### config.mk
export PLATFORM = sky130hd
export DESIGN_NAME = utf8_stream_decoder_unit_flat
export DESIGN_NICKNAME = d
export VERILOG_FILES = /design/src/hdl/u8d_pkg.sv /design/src/hdl/u8d_if.sv /design/src/hdl/u8d_step.sv /design/src/hdl/utf8_stream_decoder_unit.sv /design/src/flat_wrapper.sv
export SDC_FILE = /design/constraint.sdc
export NUM_CORES = 1
export LEC_CHECK = 0
export BUFFER_PORTS_ARGS = -buffer_cell sky130_fd_sc_hd__buf_2
export CORE_ASPECT_RATIO = 0.5
export CORE_MARGIN = 1.5
export CORE_UTILIZATION = 55
export CTS_CLUSTER_DIAMETER = 150
export DETAILED_ROUTE_END_ITERATION = 8
export GPL_TIMING_DRIVEN = 0
export HOLD_SLACK_MARGIN = 0.06
export PLACE_DENSITY_LB_ADDON = 0.3
export SYNTH_ARGS = -nofsm -noshare
export SYNTH_HDL_FRONTEND = slang
export SYNTH_SLANG_ARGS = --single-unit
### constraint.sdc
create_clock -name i_clk -period 4.6 [get_ports i_clk]
set_input_delay 0.69 -clock i_clk [delete_from_list [all_inputs] [get_ports i_clk]]
set_output_delay 0.69 -clock i_clk [all_outputs]
set_load 0.1 [all_outputs]
### src/hdl/u8d_pkg.sv
// Shared types and constants for the UTF-8 stream decoder.
// Used by the step logic, the top level and the testbench; no dependencies.
package u8d_pkg;

    // Status codes of a result item
    localparam logic [1:0] ST_OK          = 2'd0;
    localparam logic [1:0] ST_STRAY       = 2'd1;
    localparam logic [1:0] ST_UNSUPPORTED = 2'd2;
    localparam logic [1:0] ST_TRUNCATED   = 2'd3;

    // Lead and continuation byte payload masks
    localparam logic [7:0] MASK_LEAD2 = 8'h1f;
    localparam logic [7:0] MASK_LEAD3 = 8'h0f;
    localparam logic [7:0] MASK_CONT  = 8'h3f;

    // Sequence lengths that decode to a code point
    localparam logic [3:0] LEN_TWO   = 4'd2;
    localparam logic [3:0] LEN_THREE = 4'd3;

    // Decoder state carried between bytes
    typedef struct packed {
        logic [2:0]  bytes_left;
        logic [15:0] partial_code;
        logic [3:0]  current_length;
        logic        unsupported;
    } t_state;

    // One result item
    typedef struct packed {
        logic [15:0] code_point;
        logic [3:0]  seq_length;
        logic [1:0]  status;
    } t_result;

endpackage

### src/hdl/u8d_if.sv
// Valid/ready channel interfaces for the UTF-8 stream decoder.
// Depends on nothing; the byte channel feeds the decoder, the code channel leaves it.
interface u8d_byte_if;
    logic       valid;
    logic       ready;
    logic [7:0] data_byte;
    logic       end_of_buffer;

    modport source (output valid, output data_byte, output end_of_buffer, input ready);
    modport sink   (input valid, input data_byte, input end_of_buffer, output ready);
endinterface

interface u8d_code_if;
    logic        valid;
    logic        ready;
    logic [15:0] code_point;
    logic [3:0]  seq_length;
    logic [1:0]  status;

    modport source (output valid, output code_point, output seq_length, output status,
                    input ready);
    modport sink   (input valid, input code_point, input seq_length, input status,
                    output ready);
endinterface

### src/hdl/u8d_step.sv
// Combinational decode of one byte against the current decoder state.
// Depends on u8d_pkg for the state and result types and status codes.
module u8d_step (
    input  u8d_pkg::t_state  i_state,
    input  logic [7:0]       i_data_byte,
    input  logic             i_end_of_buffer,
    output u8d_pkg::t_state  o_state,
    output u8d_pkg::t_result o_result,
    output logic             o_result_valid
);

    logic [3:0] lead_ones;
    logic [2:0] left_dec;
    logic       done;

    // Count of leading ones, 0..8 (priority encoder)
    always_comb begin
        casez (i_data_byte)
            8'b0???????: lead_ones = 4'd0;
            8'b10??????: lead_ones = 4'd1;
            8'b110?????: lead_ones = 4'd2;
            8'b1110????: lead_ones = 4'd3;
            8'b11110???: lead_ones = 4'd4;
            8'b111110??: lead_ones = 4'd5;
            8'b1111110?: lead_ones = 4'd6;
            8'b11111110: lead_ones = 4'd7;
            default:     lead_ones = 4'd8;
        endcase
    end

    assign left_dec = i_state.bytes_left - 3'd1;

    // Next state and result
    always_comb begin
        o_state        = i_state;
        o_result       = '0;
        o_result_valid = 1'b0;
        done           = 1'b0;

        if (i_state.bytes_left == 3'd0) begin
            if (lead_ones == 4'd0) begin
                // plain ASCII byte
                o_result.code_point = {8'h00, i_data_byte};
                o_result.seq_length = 4'd1;
                o_result.status     = u8d_pkg::ST_OK;
                o_result_valid      = 1'b1;
                o_state             = '0;
                done                = 1'b1;
            end else if (lead_ones == 4'd1) begin
                // continuation byte with no open sequence
                o_result.seq_length = 4'd1;
                o_result.status     = u8d_pkg::ST_STRAY;
                o_result_valid      = 1'b1;
                o_state             = '0;
                done                = 1'b1;
            end else begin
                // lead byte opens a sequence; longer than three bytes is unsupported
                o_state.current_length = lead_ones;
                o_state.bytes_left     = lead_ones[2:0] - 3'd1;
                o_state.unsupported    = (lead_ones > u8d_pkg::LEN_THREE);
                case (lead_ones)
                    u8d_pkg::LEN_TWO:
                        o_state.partial_code = {8'h00, i_data_byte & u8d_pkg::MASK_LEAD2};
                    u8d_pkg::LEN_THREE:
                        o_state.partial_code = {8'h00, i_data_byte & u8d_pkg::MASK_LEAD3};
                    default:
                        o_state.partial_code = '0;
                endcase
            end
        end else begin
            // continuation byte: shift in six bits unless the lead was unsupported
            if (!i_state.unsupported) begin
                o_state.partial_code = {i_state.partial_code[9:0],
                                        i_data_byte[5:0] & u8d_pkg::MASK_CONT[5:0]};
            end
            o_state.bytes_left = left_dec;
            if (left_dec == 3'd0) begin
                o_result.code_point = i_state.unsupported ? 16'h0000 : o_state.partial_code;
                o_result.seq_length = i_state.current_length;
                o_result.status     = i_state.unsupported ? u8d_pkg::ST_UNSUPPORTED
                                                          : u8d_pkg::ST_OK;
                o_result_valid      = 1'b1;
                o_state             = '0;
                done                = 1'b1;
            end
        end

        // end-of-buffer mark cuts an open sequence short
        if (!done && i_end_of_buffer) begin
            o_result.code_point = '0;
            o_result.seq_length = o_state.current_length - {1'b0, o_state.bytes_left};
            o_result.status     = u8d_pkg::ST_TRUNCATED;
            o_result_valid      = 1'b1;
            o_state             = '0;
        end
    end

endmodule

### src/hdl/utf8_stream_decoder_unit.sv
// UTF-8 stream decoder, top level: byte channel in, code point channel out.
// Depends on u8d_pkg, the interfaces in u8d_if.sv and the step logic u8d_step.
//
// Usage:
//   i_byte carries one byte of encoded text per item, with end_of_buffer set
//   on the last byte of a buffer. o_code carries one item per decoded
//   character or per error: code_point, seq_length (bytes consumed) and
//   status (ok, stray continuation, unsupported lead, truncated).
//   Bytes that only extend an open sequence produce no item.
//   Latency: the result of a byte appears on o_code the cycle after that
//   byte is accepted. Throughput: one byte per cycle unless o_code stalls,
//   set by the lead-byte encoder and shift-merge feeding the result register.
//   Reset (i_rst_n low, synchronous) clears the decoder state and empties the
//   result register. When the receiver stalls, the result register holds its
//   item and i_byte.ready drops; ready stays high as long as the result
//   register is empty or being taken in the same cycle.
module utf8_stream_decoder_unit (
    input  logic        i_clk,
    input  logic        i_rst_n,
    u8d_byte_if.sink    i_byte,
    u8d_code_if.source  o_code
);

    u8d_pkg::t_state  r_state;
    u8d_pkg::t_state  n_state;
    u8d_pkg::t_result r_out;
    u8d_pkg::t_result n_result;
    logic             n_result_valid;
    logic             r_out_valid;
    logic             in_accept;

    // Decode of the byte on the input channel
    u8d_step u_step (
        .i_state         (r_state),
        .i_data_byte     (i_byte.data_byte),
        .i_end_of_buffer (i_byte.end_of_buffer),
        .o_state         (n_state),
        .o_result        (n_result),
        .o_result_valid  (n_result_valid)
    );

    // Handshake: take a byte whenever the result register can move on
    assign i_byte.ready = !r_out_valid || o_code.ready;
    assign in_accept    = i_byte.valid && i_byte.ready;

    // Decoder state
    always_ff @(posedge i_clk) begin
        if (!i_rst_n) begin
            r_state <= '0;
        end else if (in_accept) begin
            r_state <= n_state;
        end
    end

    // Result register valid flag
    always_ff @(posedge i_clk) begin
        if (!i_rst_n) begin
            r_out_valid <= 1'b0;
        end else if (in_accept && n_result_valid) begin
            r_out_valid <= 1'b1;
        end else if (o_code.ready) begin
            r_out_valid <= 1'b0;
        end
    end

    // Result payload
    always_ff @(posedge i_clk) begin
        if (in_accept && n_result_valid) begin
            r_out <= n_result;
        end
    end

    assign o_code.valid      = r_out_valid;
    assign o_code.code_point = r_out.code_point;
    assign o_code.seq_length = r_out.seq_length;
    assign o_code.status     = r_out.status;

    // Checks
    a_err_zero_code: assert property (@(posedge i_clk) disable iff (!i_rst_n)
        o_code.valid && (o_code.status != u8d_pkg::ST_OK) |-> o_code.code_point == 16'h0000)
        else $error("error result with nonzero code point");

    a_eob_clears: assert property (@(posedge i_clk) disable iff (!i_rst_n)
        in_accept && i_byte.end_of_buffer |=> r_state == '0)
        else $error("state not cleared after end of buffer");

    a_len_nonzero: assert property (@(posedge i_clk) disable iff (!i_rst_n)
        o_code.valid |-> o_code.seq_length != 4'd0)
        else $error("result with zero length");

    a_state_consistent: assert property (@(posedge i_clk) disable iff (!i_rst_n)
        (r_state.bytes_left == 3'd0) == (r_state.current_length == 4'd0))
        else $error("open sequence length and bytes left disagree");

    a_stall_only_when_full: assert property (@(posedge i_clk) disable iff (!i_rst_n)
        !i_byte.ready |-> r_out_valid && !o_code.ready)
        else $error("input stalled with room in result register");

endmodule

### src/flat_wrapper.sv
// flat-port wrapper written by rule: the top's interface ports become plain ports
module utf8_stream_decoder_unit_flat 
  (i_clk, i_rst_n, i_byte_valid, i_byte_data_byte, i_byte_end_of_buffer, i_byte_ready, o_code_valid, o_code_code_point, o_code_seq_length, o_code_status, o_code_ready);
  u8d_byte_if i_byte_i ();
  u8d_code_if o_code_i ();
  input  logic i_clk;
  input  logic i_rst_n;
  input wire logic [$bits(i_byte_i.valid)-1:0] i_byte_valid;
  input wire logic [$bits(i_byte_i.data_byte)-1:0] i_byte_data_byte;
  input wire logic [$bits(i_byte_i.end_of_buffer)-1:0] i_byte_end_of_buffer;
  output wire logic [$bits(i_byte_i.ready)-1:0] i_byte_ready;
  output wire logic [$bits(o_code_i.valid)-1:0] o_code_valid;
  output wire logic [$bits(o_code_i.code_point)-1:0] o_code_code_point;
  output wire logic [$bits(o_code_i.seq_length)-1:0] o_code_seq_length;
  output wire logic [$bits(o_code_i.status)-1:0] o_code_status;
  input wire logic [$bits(o_code_i.ready)-1:0] o_code_ready;
  assign i_byte_i.valid = i_byte_valid;
  assign i_byte_i.data_byte = i_byte_data_byte;
  assign i_byte_i.end_of_buffer = i_byte_end_of_buffer;
  assign i_byte_ready = i_byte_i.ready;
  assign o_code_valid = o_code_i.valid;
  assign o_code_code_point = o_code_i.code_point;
  assign o_code_seq_length = o_code_i.seq_length;
  assign o_code_status = o_code_i.status;
  assign o_code_i.ready = o_code_ready;
  utf8_stream_decoder_unit u_core (.i_clk(i_clk), .i_rst_n(i_rst_n), .i_byte(i_byte_i), .o_code(o_code_i));
endmodule
Word level (Yosys, flattened, before mapping)
Index checks and enable logic that the tools add are counted.
Storage, ports and cells
  flip-flop bits (word level): 47
  latch bits: 0
  RAM bits: 0
  memory bits (read-only): 0
  output and inout port bits: 24
  logic and storage cells: 58
  memories: 0
Cells by class
  add/sub/neg operators: 3
  $mul: 0
  div/mod/pow operators: 0
  order comparisons: 1
  equal/unequal tests: 10
  shift-type cells: 0
  multiplexer cells: 23
  bitwise operators: 1
  reduce and logical (&&, ||, !) cells: 12
Operators by type and width (number)
  24-bit two-way mux: 5
  22-bit two-way mux: 2
  16-bit two-way mux: 2
  4-bit one-hot mux with 8 select lines: 1
  5-bit one-hot mux with 2 select lines: 1
  4-bit by 2-bit == test with 1-bit output, second input constant: 2
  8-bit == test, second input constant: 1
  8-bit two-way mux: 1
  7-bit == test, second input constant: 1
  1-bit two-way mux: 7
  6-bit == test, second input constant: 1
  3-bit zero test: 2
  3-bit two-way mux: 2
  6-bit two-way mux: 1
  3-bit by 1-bit subtractor with 3-bit output, second input constant: 2
  5-bit == test, second input constant: 1
  4-bit by 1-bit == test with 1-bit output, second input constant: 1
  4-bit == test, second input constant: 1
  4-bit by 2-bit > comparator with 1-bit output, second input constant: 1
  4-bit zero test: 1
  4-bit by 3-bit subtractor with 4-bit output: 1
  3-bit == test, second input constant: 1
  1-bit logical AND: 3
  3-bit nonzero test: 1
  7 further kinds: 8

Longest topological paths before layout
  depth in word-level cells: 11
  mapped depth: 15

Hierarchy
A second synthesis with hierarchy kept.
Second synthesis, totals
  cells, all modules: 302
  area, all modules: 2792.7 um2
By module, submodules not included
  utf8_stream_decoder_unit: times used 1, cells each 132, area each 1695.4 um2
  u8d_step: times used 1, cells each 170, area each 1097.3 um2

Worst setup path after synthesis
OpenSTA, ideal clock, no wires.
  path kind: input to register
  from: input i_byte_data_byte[0]
  to: register u_core.r_out (netlist bit u_core.o_code.code_point[0]), enable pin
  library setup time: 401 ps
  arrival time: 3164 ps
  data required time: 4199 ps
  slack: 1036 ps
  stages: 9
  path through: nand2b_1 -> a21boi_0 -> o21ai_0 -> ha_1 -> buf_2 -> nor2_1 -> or3_1 -> nor3b_1 -> nor2_1
Between the ends
  cells in the longest elaborated chain, start to end: 10
  elaborated cells on any way between the ends: 11
  those cells by class: eq/ne: 2; mux: 5; reduce/logical: 4
RTL lines
  start: declaration: line flat_wrapper.sv:9  | input wire logic [$bits(i_byte_i.data_byte)-1:0] i_byte_data_byte;
  8-bit == test *: line u8d_step.sv:18  | casez (i_data_byte)
  4-bit one-hot mux with 8 select lines *: line u8d_step.sv:18
  4-bit by 1-bit == test with 1-bit output: line u8d_step.sv:49  | end else if (lead_ones == 4'd1) begin
  1-bit two-way mux: line u8d_step.sv:49
  1-bit two-way mux *: line u8d_step.sv:41  | if (lead_ones == 4'd0) begin
  1-bit two-way mux *: line u8d_step.sv:40  | if (i_state.bytes_left == 3'd0) begin
  1-bit zero test: line u8d_step.sv:89  | if (!done && i_end_of_buffer) begin
  1-bit logical AND: line u8d_step.sv:89
  1-bit two-way mux *: line u8d_step.sv:89
  1-bit logical AND *: line utf8_stream_decoder_unit.sv:68  | if (in_accept && n_result_valid) begin
  end signal: assignment: line utf8_stream_decoder_unit.sv:69  | r_out <= n_result;
  end: declaration: line utf8_stream_decoder_unit.sv:26  | u8d_pkg::t_result r_out;
Mark *: on every way between the ends. The rest lies on a longest branch, timed or not.
A chain may end at the register's enable or synchronous reset.

==> impl_metrics.ini <==
[setup_path]
crit_path_start_kind = input port
cp_max_fo = 5
end_kind = flip-flop
worstPathRequired_ns = 4.74
r2r_slack_ns = 1.75
worstSetupPathType = input port to flip-flop
crit_arrival_ns = 3.98

[grt]
overflow = 0
grt.total_usage_pct = 21.0
grt_pass1_vias = 1382
antenna_found_initial = 0
grt_max_degree = 20
grt_pass1_wl_mm = 6.60

[synthesis]
synth_flop_cell = edfxtp_1
synth_area_per_cell_um2 = 11.1
synth.mux.area_fraction_pct = 0.475
synth-compound-area-share_pct = 22.4
synth_edf_count = 22
yosysUniqueCellTypes = 52
syn_inst = 189
syn_nets = 213
synth_top_family_by_area = compound AO/OA/AOI/OAI gates
synth_xor_area_share_pct = 0.831
async_flop_share_pct = 0
ys_seq_area_share_pct = 49.4
netlist_area_um2 = 2110
ys_warn_count = 0
yosys_register_bits = 41
synthAdderAreaFrac_pct = 6.89
synth-simple-area-share_pct = 16.2

[layout]
fill_cells = 267
fin_util_pct = 69.5
stdcell_count = 285
antenna_cells = 0
fin_nets = 257
multi_input_area_um2 = 987
areaGrowthSynthToFinish_pct = 17.0
final_area_um2 = 2460
drive_above_1_share_pct = 29.9
register_area_um2 = 1040

[die]
initial_core_util_pct = 59.4
num_rows = 15
io_pins = 37
fp.dieW_um = 90.5
core-area_um2 = 3550
dieHeight_um = 46.8
dieArea_um2 = 4230

[cts]
cts.clk_slew.worst_paths_ns = 0.08
hold_buffers = 0
cts_buffers = 5
clock_sinks = 41
cts_max_level = 2
post-cts-setup-buffer-count = 0
clock_latency_ns = 0.29
cts_resized = 0
cts_tree = done
cts_root_buf = clkbuf_8
cts_buffer_depth = 2

[sta]
max_freq_mhz = 261
worst_hold_slack_ns = 0.476
fin_skew_ns = 0.00618
finalCritPeriodShare_pct = 83.4
rsz0062_at_grt = false
setup_violations = 0
worstMarginPinSlew_ns = 0.660
tns_ns = 0
report.final.slew_viol_count = 0
relSlewSlack_pct = 55.5
final_hold_viol_count = 0
period_minus_slack_ns = 3.84
fin_ws_ns = 0.762

[status]
outcome = finished, final reports clean

[power]
sequentialPowerShare_pct = 38.4
clock_power_share_pct = 21.4
combinationalPowerShare_pct = 40.2
ir_drop_mv = 0.245
p_per_area_nw_per_um2 = 464
swShare_pct = 41.5
p_int_mw = 0.668
finalPower_mw = 1.14
p_leak_nw = 1.03
p_switching_mw = 0.475

[route]
wl_per_cell_um = 14.8
drtIter0Drc = 87
wirelength_mm = 4.21
ant_nets = 0
drc = 0
via_per_inst = 5.71
firstDrtPassIters = 4
num_vias = 1627

[placed_design]
routabilityCongestion = 0.951
hpwl_mm = 3.16
postPlaceCellArea_um2 = 2370
place_inst = 277
post-place-ws_ns = 0.574
io_buffers = 36

[min_path]
min_path_type = flip-flop to flip-flop

[flow_run]
cap_violations = 0
[cells in the final DEF (no fill, tap or decap), types with 2 or more instances in the layout]
master     n
a21boi_0   2
a21o_1     3
a21o_2     2
a21oi_1    5
a22o_1    12
a22o_2     5
a32o_1     4
and2_1    15
buf_2     38
buf_6      2
clkbuf_1   2
clkbuf_8   6
dfxtp_1   19
edfxtp_1  22
ha_1      10
inv_1      9
nand2_1   14
nand2b_1   4
nand3_1    2
nand4_1    3
nor2_1     7
nor2_2     4
nor3_1     3
nor3b_1    2
o211ai_1   2
o21ai_0    6
xnor2_1    2
[registers in the layout, indices dropped and copies added (netlist names)]
name                      cells
u_core.o_code.seq_length      4
u_core.o_code.valid           1
u_core.o_code.code_point     16
u_core.r_state               18
u_core.o_code.status          2
[worst paths after layout]
| kind | start | endpoint | depth (start not counted) |
|---|---|---|---|
| worst min register to register | u_core.r_state[14] | u_core.r_state[14] | 1 |
| worst min-delay path | u_core.r_state[14] | u_core.r_state[14] | 1 |
| worst max register to register | u_core.r_state[21] | u_core.o_code.seq_length[3] | 12 |
| worst max-delay path | i_byte_data_byte[0] | u_core.o_code.seq_length[3] | 16 |
[power by group through the flow]
stage | clock network (mW) | logic (mW) | registers, mW
final | 0.244 | 0.460 | 0.439
after global routing | 0.262 | 0.490 | 0.443
after CTS | 0.248 | 0.457 | 0.439
after detailed placement | 0 | 0.456 | 0.448
after global placement | 0 | 0.446 | 0.447
after floorplan | 0 | 0.192 | 0.631
[logic make-up (layout without fill, tap and decap cells)]
logic type | after synthesis | after routing
adder cells (fa/ha/maj) | 11 | 11
multiplexers | 1 | 1
buffers and inverters | 16 | 61
flip-flops | 41 | 41
AND/OR/NAND/NOR | 62 | 62
AO/OA/AOI/OAI | 56 | 56
XOR/XNOR | 2 | 2
[per-layer routing]
layer / global-route usage (%) / vias up / part of all wire [%]
met5: 0 / - / 0
met4: 4.44 / 0 / 0.31
met3: 7.12 / 2 / 7.9
met2: 35.6 / 68 / 46
met1: 27.3 / 761 / 46
li1: - / 796 / -
[critical path: stages]
cell	delay, ns
buf_2	0.12
nand2b_1	0.11
a21boi_0	0.09
o21ai_0	0.55
inv_1	0.15
ha_1	0.25
nor2_1	0.34
o21ai_0	0.20
nor2_1	0.25
a21o_2	0.13
ha_1	0.21
nand2_1	0.06
o21ai_0	0.14
or4_1	0.44
a21o_1	0.18
o211ai_2	0.06
[layout make-up]
type	instances	area share, %
inverters	9	1.37
clock buffers	6	3.35
plain buffers	7	1.93
well taps	51	2.59
clock inverters	2	0.558
flip-flops and latches	41	42.2
multi-input cells	132	40.1
repair buffers	37	7.92
[Yosys cell counts, types with 2 or more instances]
| library cell | count | area share, % |
|---|---|---|
| edfxtp_1 | 22 | 31 |
| dfxtp_1 | 19 | 18 |
| and2_1 | 15 | 4.5 |
| nand2_1 | 14 | 2.5 |
| a22o_1 | 12 | 5.0 |
| ha_1 | 10 | 5.9 |
| inv_1 | 9 | 1.6 |
| nor2_1 | 8 | 1.4 |
| o21ai_0 | 6 | 1.4 |
| a21oi_1 | 5 | 1.2 |
| a22o_2 | 5 | 2.4 |
| a32o_1 | 4 | 1.9 |
| nand2b_1 | 4 | 1.2 |
| a21o_1 | 3 | 1.1 |
| nand4_1 | 3 | 0.89 |
| nor2_2 | 3 | 0.89 |
| nor3_1 | 3 | 0.71 |
| a21boi_0 | 2 | 0.71 |
| a21o_2 | 2 | 0.83 |
| buf_2 | 2 | 0.48 |
| buf_6 | 2 | 1.1 |
| clkbuf_1 | 2 | 0.36 |
| nand3_1 | 2 | 0.48 |
| nor3b_1 | 2 | 0.71 |
| o211ai_1 | 2 | 0.71 |
| xnor2_1 | 2 | 0.83 |
Note: power is estimated with default switching activity, not from simulation.
